### config.mk
export PLATFORM = sky130hd
export DESIGN_NAME = bda_alu
export DESIGN_NICKNAME = d
export VERILOG_FILES = /design/src/design/bda_pkg.sv /design/src/design/bda_alu.sv
export SDC_FILE = /design/constraint.sdc
export NUM_CORES = 1
export LEC_CHECK = 0
export ABC_AREA = 1
export ABC_CLOCK_PERIOD_IN_PS = 2410
export BUFFER_PORTS_ARGS = -buffer_cell sky130_fd_sc_hd__buf_2
export CORE_ASPECT_RATIO = 1.75
export CORE_UTILIZATION = 35
export DETAILED_ROUTE_END_ITERATION = 8
export PLACE_DENSITY = 0.66
export SLEW_MARGIN = 10
export SYNTH_ARGS = -nofsm -noshare
export SYNTH_HDL_FRONTEND = slang
export SYNTH_SLANG_ARGS = --single-unit
### constraint.sdc
create_clock -name vclk -period 2.41
set_clock_uncertainty 0.05 [all_clocks]
set_input_delay 0.3615 -clock vclk [all_inputs]
set_output_delay 0.3615 -clock vclk [all_outputs]
set_load 0.1 [all_outputs]
### src/design/bda_pkg.sv
package bda_pkg;

	localparam int          DEF_TABLE_ENTRIES = 64;
	localparam int          DEF_HEADER_BYTES  = 16;
	localparam logic [31:0] DEF_BASE_ADDRESS  = 32'h0001_0000;

	localparam logic [1:0] KIND_ALLOC   = 2'd0;
	localparam logic [1:0] KIND_FREE    = 2'd1;
	localparam logic [1:0] KIND_REALLOC = 2'd2;

	localparam logic [1:0] ST_OK         = 2'd0;
	localparam logic [1:0] ST_FULL       = 2'd1;
	localparam logic [1:0] ST_BAD_HANDLE = 2'd2;
	localparam logic [1:0] ST_OVERFLOW   = 2'd3;

	typedef struct packed {
		logic [1:0]  kind;
		logic [31:0] size;
		logic [5:0]  handle;
	} req_t;

	typedef struct packed {
		logic [5:0]  result_handle;
		logic [31:0] data_address;
		logic [31:0] previous_address;
		logic [31:0] block_size;
		logic        reused;
		logic [1:0]  status;
	} rsp_t;

	// One descriptor as held in the table memory.
	typedef struct packed {
		logic        free;
		logic [31:0] size;
		logic [31:0] addr;
	} entry_t;

	typedef struct packed {
		logic [31:0] add_a;
		logic [31:0] add_b;
		logic [31:0] cmp_a;
		logic [31:0] cmp_b;
	} alu_req_t;

	typedef struct packed {
		logic [31:0] sum;
		logic        carry;
		logic        equal;
	} alu_rsp_t;

	typedef enum logic [2:0] {
		S_IDLE,
		S_SCAN,
		S_READ,
		S_HDR,
		S_BUMP,
		S_DONE
	} state_t;

endpackage

### src/design/bda_alu.sv
module bda_alu (
	input  bda_pkg::alu_req_t req,
	output bda_pkg::alu_rsp_t rsp
);
	import bda_pkg::*;

	logic [32:0] sum;

	// The carry out of the 33-bit sum marks a result past the 32-bit address space.
	assign sum       = {1'b0, req.add_a} + {1'b0, req.add_b};
	assign rsp.sum   = sum[31:0];
	assign rsp.carry = sum[32];
	assign rsp.equal = (req.cmp_a == req.cmp_b);

endmodule

==> out/metrics.yaml <==
outcome: "finished, final reports clean"
synth_xor_area_share_pct: 13.5
antenna_found_initial: 0
nFlopsAndLatches: 0
min_period_over_period_pct: 97.6
dr.first_iter.drc_count: 89
ys_types: 25
grt_pass1_wl_um: 15400
layout.cells.non_filler: 831
rsz0062_at_grt: "yes"
final_core_util_pct: 61.5
power_leakage_nw: 2.79
die_h_um: 121
synthTopCellsByCount: "nand2_1, inv_1, nor2_1"
pwr-share-seq_pct: 0
grt_pass1_vias: 3752
grt_max_degree: 7
die-area_sq_mm: 0.00852
yosys-top-cells-area: "nand2_1, ha_1, inv_1"
yosysMostFrequentCell: "nand2_1"
fin_hold_ws_ns: 1.19
yosysTopAreaCell: "nand2_1"
wire_per_inst_um: 11.9
fp.coreArea_sq_mm: 0.00791
start_kind: "primary input"
syn_area_per_cell_sq_um: 5.13
fillCellCount: 754
synth_mux_area_share_pct: 0
switching_share_pct: 63.8
critical_path_arrival_ns: 1.94
dp_cells: 828
final.setup.tns_ns: 0
critPathRequiredTime_ns: 2.00
syn_area_sq_mm: 0.00285
finalSetupViolations: 0
synth.net_count: 716
intPower_mw: 0.828
yosysSeqAreaShare_pct: 0
fin_nets: 904
end_kind: "primary output"
grt_overflow: 0
max_slew.worst_pin.slew_ns: 0.494
maxSlewHeadroom_pct: 67.3
crit_fanout: 4
clkPwrFrac_pct: 0
pre_cts_slack_ns: -0.0219
io_buffers: 162
gp_congestion: 0.899
rows: 43
synthCells: 555
via_count: 3881
dr.pass1.iters: 4
ctsHoldBuffers: 0
antenna_cells: 0
final-hold-violation-count: 0
vias_per_cell: 4.67
io-pin-count: 162
synthToLayoutAreaGrowth_pct: 70.8
yosysTopAreaCellShare_pct: 28.7
dp_hpwl_um: 8910
num-clock-buffers: 0
synth-compound-area-share_pct: 5.14
synth.yosys.warnings: 0
synth_fa_ha_area_share_pct: 14.8
seqCellArea_sq_um: 0
power_frac_comb_pct: 100.0
fin_crit_ns: 2.35
fmax_ghz: 0.425
synth_top_family_by_area: "simple AND/OR/NAND/NOR gates"
critical_path_class: "primary input to primary output"
hp-class: "primary input to primary output"
routed_wl_um: 9910
grtUsageTotal_pct: 21.9
cap_violations: 0
drc: 0
drtAntennaViolNets: 0
die-width_um: 70.2
vdd_drop_max_uv: 469
drive_above_1_share_pct: 40.9
fin_ws_ns: 0.0574
p_per_area_mw_per_mm2: 470
power.switching_mw: 1.46
synth-simple-area-share_pct: 50.9
initial_utilization_pct: 36.0
drv_slew: 0
## critical path, stage by stage
cell	delay (ns)
buf_6	0.10
ha_4	0.16
fa_2	0.40
nand3_2	0.09
nand3_2	0.08
nand2_2	0.09
nand2_4	0.06
nand2_1	0.07
nand3b_1	0.11
xor2_2	0.22
buf_12	0.21
## cells by family after synthesis
family | after synthesis
buf+inv | 119
xor+xnor | 44
compound gates | 26
simple gates | 333
fa+ha+maj | 33
## path summary, 6_finish.rpt
check                start      end  slack, ns  cells past startpoint
setup / recovery   req[96]  rsp[18]       0.06                     11
hold / removal    req[127]   rsp[1]       1.19                      5
## timing repair
| action | in CTS | in global routing |
|---|---|---|
| cloned | 0 | 0 |
| endpoints found under the setup margin | 7 | 17 |
| pin swaps | 2 | 7 |
| buffers inserted | 2 | 1 |
| resized for setup | 2 | 44 |
## power groups by stage
stage          Clock (mW)  Sequential (mW)  Combinational [mW]
2_1_floorplan           0                0                1.45
3_3_place_gp            0                0                2.22
3_5_place_dp            0                0                2.23
4_1_cts                 0                0                2.24
5_1_grt                 0                0                2.41
6_report                0                0                2.29
## cells in the final DEF (no fill, tap or decap), types with 3 or more instances in the layout
cell and instances:
nand2_1 198, buf_2 130, inv_1 104, nand2_2 35, nor2_1 34, buf_12 30
xnor2_1 27, buf_4 24, nand3_1 22, ha_1 16, inv_2 14, a21oi_1 13
nor2_2 12, nand4_1 9, xor2_4 9, ha_2 9, a21oi_2 7, ha_4 7
nand3_2 6, nand2_4 6, nor3_2 5, xor2_2 5, xor2_1 3
## area by class of cell
| type | count | area [sq um] | area share, % |
|---|---|---|---|
| inverter | 119 | 447 | 9.18 |
| tap | 90 | 113 | 2.31 |
| multi-input combinational | 436 | 2850 | 58.6 |
| timing repair buffer | 186 | 1450 | 29.9 |
## layer usage
layer	track usage (%)	up-vias	wire length (um)
met5	0	-	0
met1	21.6	1661	3560
met4	10.0	0	432
met2	44.3	158	5400
met3	2.24	29	515
li1	-	2033	-
## metrics by stage
step                      instance area, sq um  power, mW
after CTS                                 4670       2.24
final                                     4860       2.29
after floorplan                           3120       1.45
after detailed placement                  4650       2.23
after global placement                    4650       2.22
after global routing                      4860       2.41
(Power assumes the default switching activity.)
