**src/design/bda_ram.sv**
```systemverilog
module bda_ram #(
	parameter int WIDTH = 8,
	parameter int DEPTH = 16,
	localparam int AW = (DEPTH > 1) ? $clog2(DEPTH) : 1
) (
	input  logic             clk,
	input  logic             we,
	input  logic [AW-1:0]    waddr,
	input  logic [WIDTH-1:0] wdata,
	input  logic [AW-1:0]    raddr,
	output logic [WIDTH-1:0] rdata
);

	logic [WIDTH-1:0] mem_q [DEPTH];

	always_ff @(posedge clk) begin
		if (we) begin
			mem_q[waddr] <= wdata;
		end
		rdata <= mem_q[raddr];
	end

endmodule

```
**config.mk**
```make
export PLATFORM = sky130hd
export DESIGN_NAME = bda_ram
export DESIGN_NICKNAME = d
export VERILOG_FILES = /design/src/design/bda_ram.sv
export SDC_FILE = /design/constraint.sdc
export NUM_CORES = 1
export LEC_CHECK = 0
export ABC_AREA = 1
export BUFFER_PORTS_ARGS = -buffer_cell sky130_fd_sc_hd__buf_2
export CAP_MARGIN = 20
export CORE_ASPECT_RATIO = 1.4
export CORE_MARGIN = 3
export CORE_UTILIZATION = 50
export CTS_CLUSTER_DIAMETER = 50
export DETAILED_ROUTE_END_ITERATION = 10
export GPL_TIMING_DRIVEN = 0
export HOLD_SLACK_MARGIN = 0.1
export PLACE_DENSITY = 0.67
export SYNTH_ARGS = -nofsm -noshare
export SYNTH_HDL_FRONTEND = slang
export SYNTH_SLANG_ARGS = --single-unit
```
**constraint.sdc**
```tcl
create_clock -name clk -period 1.37 [get_ports clk]
set_clock_uncertainty 0.2 [all_clocks]
set_input_delay 0.0685 -clock clk [delete_from_list [all_inputs] [get_ports clk]]
set_output_delay 0.0685 -clock clk [all_outputs]
set_load 0.03 [all_outputs]
```
==> run summary <==
CLOCKING
----------------------------------------------------------------------------------
Clock transition at the registers of the reported paths                      50 ps
Maximum level of the CTS H-tree                                                  4
CTS Sinks                                                                      136
Clk Latency, worst-skew pair                                                420 ps
Post-CTS repair timing setup buffer count                                        0
Clock buffer depth                                                               2
Clock tree from TritonCTS                                                    built
CTS resizes                                                                      0
Number of buffers added by the clock tree synthesis step                        17
Root buf cell                                                         sky130_fd_sc_hd__clkbuf_16

FINAL LAYOUT
----------------------------------------------------------------------------------
NumNets Final                                                                  629
Most used cells in the layout excluding fill and tap cells            sky130_fd_sc_hd__nand2_1 (173), sky130_fd_sc_hd__edfxtp_1 (128), sky130_fd_sc_hd__inv_1 (100)
Commonest non-fill, non-tap cell in the layout                        sky130_fd_sc_hd__nand2_1
Layout cell share with drive strength beyond 1                               0.120
Signed area change from the synthesized netlist to the final layout          18.3%
Design area                                                             6820 sq um
Total inserted antenna cells                                                     0

PLACEMENT
----------------------------------------------------------------------------------
Worst setup timing slack at the placement stage                            -336 ps
Port Buf Inserts                                                                22
GP Congestion                                                                0.938
Final HPWL from detailed placement                                         8960 um
Post-place instance area                                                6050 sq um

HOLD PATH
----------------------------------------------------------------------------------
Worst hold path class                                                 primary input to register
Hold Startpoint                                                                 we

SETUP PATH
----------------------------------------------------------------------------------
Cells along the critical path                                         buf_2, nand3b_1, nor2_1
CP startpoint                                                             waddr[2]
Setup CP Type                                                         primary input to register
Startpoint of the worst register-to-register path                     mem_q[0][3]$_DFFE_PP_
CP endpoint kind                                                          register
Highest net fanout along the worst path                                          8
Crit path largest cell delay                                                690 ps
Critical path required time                                                1210 ps
Critical-path cell with the highest stage delay                       sky130_fd_sc_hd__nor2_1
Arrival time of the worst setup path                                       1130 ps
Startpoint type of the worst setup path                               primary input
Gate family responsible for the most delay along the worst path       simple AND/OR/NAND/NOR gates
Worst Path Buf+Inv                                                               1

ROUTE
----------------------------------------------------------------------------------
Number of DRC violations after detailed routing                                  0
Per-cell via count in the routed design                                       5.25
Detailed Route Iter0 Violations                                                395
First-pass detailed-route iteration total                                        8
Average wire length per cell after detail routing                          18.2 um
Number of nets with antenna violations after routing                             0
Count of vias placed by the detailed router                                   4015
Wire length reported by the detailed router                               13900 um

DIE
----------------------------------------------------------------------------------
Die Y                                                                       133 um
Placement Rows                                                                  45
Initial Utilization                                                          0.523
Ports placed on the boundary                                                    26
Area of the core                                                       11000 sq um
X dimension of the die                                                     96.8 um
Area enclosed by the die boundary                                      12900 sq um

GRT
----------------------------------------------------------------------------------
GRT Resource Usage Total                                                     0.226
Number of global-route vias before repair                                     3980
Number of antenna violations at the first check in global routing                0
Global-route wire length before repair                                    21500 um
Remaining Overflow, GRT                                                          0
Pin count of the biggest net entering global routing                            17

STA
----------------------------------------------------------------------------------
Fin. Hold Viols                                                                  0
F_max                                                                      771 MHz
Final setup margin                                                         72.6 ps
Setup Total Neg Slack                                                         0 ps
Worst slew margin relative to its limit                                      0.447
# setup viols final                                                              0
Max Slew Vio Count                                                               0
Final Critical Period                                                      1300 ps
Setup repair after global routing missed its margin                             no
Hold slack                                                                 68.7 ps
Share of the clock period used by the worst path                             0.947
Transition time at the pin with the least slew margin                       827 ps

SYNTH
----------------------------------------------------------------------------------
Warnings from Yosys                                                              0
Yosys cell types                                                                12
Synthesized area                                                        5770 sq um
Flip-flop and latch count after synthesis                                      136
Seq/Total Area, Yosys                                                        0.694
Synthesized Nets                                                               569
Mean instance size in the synthesized netlist                           10.5 sq um
Number of cells produced by synthesis                                          551

POWER
----------------------------------------------------------------------------------
Power Dens Cells                                                      1430 nW/um^2
Maximum vdd drop                                                            876 uV
Leak                                                                       2.97 nW

RUN STATUS
----------------------------------------------------------------------------------
Outcome                                                               finished, final reports clean

RUN
----------------------------------------------------------------------------------
Max-capacitance violation count                                                  0

report_power, final:
part / leakage (nW) / total [mW] / switching [mW] / internal, mW
logic: 1.47 / 0.702 / 0.487 / 0.215
clock network: 0.284 / 4.40 / 1.59 / 2.81
registers: 1.22 / 4.68 / 0.0231 / 4.65
total: 2.97 / 9.78 / 2.10 / 7.68
cell families (layout without fill, tap and decap cells):
kind of cell,count (synthesis),count (layout),synth area share
flip-flops,136,136,0.694
AND/OR/NAND/NOR,289,289,0.210
buffers and inverters,126,199,0.0952
state kept, by name, indices dropped and copies added, names as in the netlist:
register  cells
mem_q       128
rdata         8
layer usage:
layer	share of wire	vias to the layer above	routed length [um]	global-route usage
met5	0	-	0	0
met4	0.059	0	826	0.142
met3	0.079	60	1100	0.0459
met2	0.50	199	6930	0.388
met1	0.36	1866	5090	0.255
li1	-	1890	-	-
path summary, 6_finish.rpt:
check | slack, ps | cells after the start | to
setup / recovery | 70 | 3 | mem_q[11][0]$_DFFE_PP_
hold / removal | 70 | 3 | mem_q[0][2]$_DFFE_PP_
setup reg to reg | 150 | 6 | rdata[3]$_DFF_P_
hold reg to reg | 460 | 6 | rdata[6]$_DFF_P_
cell type report:
cell class | instances | area (sq um)
sequential | 136 | 4000
fill | 893 | 4210
timing repair buffer | 41 | 300
multi-input combinational | 289 | 1210
clock inverter | 8 | 96.3
tap | 141 | 176
clock buffer | 24 | 482
buffer | 24 | 166
inverter | 102 | 383
synth_stat cells, drive strengths merged:
master,n,area (sq um)
nand2,173,649
edfxtp,128,3840
inv,102,383
nand3,97,485
buf,24,166
nor2,17,63.8
dfxtp,8,160
nand3b,2,15.0
worst register-to-register path: stages, from the launching register on:
cell and delay [ps]:
sky130_fd_sc_hd__edfxtp_1 360, sky130_fd_sc_hd__inv_1 70, sky130_fd_sc_hd__nand2_1 50, sky130_fd_sc_hd__nand3_1 80, sky130_fd_sc_hd__nand3_1 140, sky130_fd_sc_hd__nand3_1 140
sky130_fd_sc_hd__nand2_1 70
metrics by stage:
stage	utilization	std cells	total power, mW
floorplan	-	551	5.14
global placement	0.549	714	5.39
detailed placement	0.549	714	5.41
CTS	0.616	763	9.81
global route	0.618	765	10.1
finish	0.618	765	9.78
timing repair:
item,4_1_cts,5_1_grt
endpoints found under the hold margin,168,6
endpoints found under the setup margin,0,1
hold buffers,17,3
(Power assumes the default switching activity.)
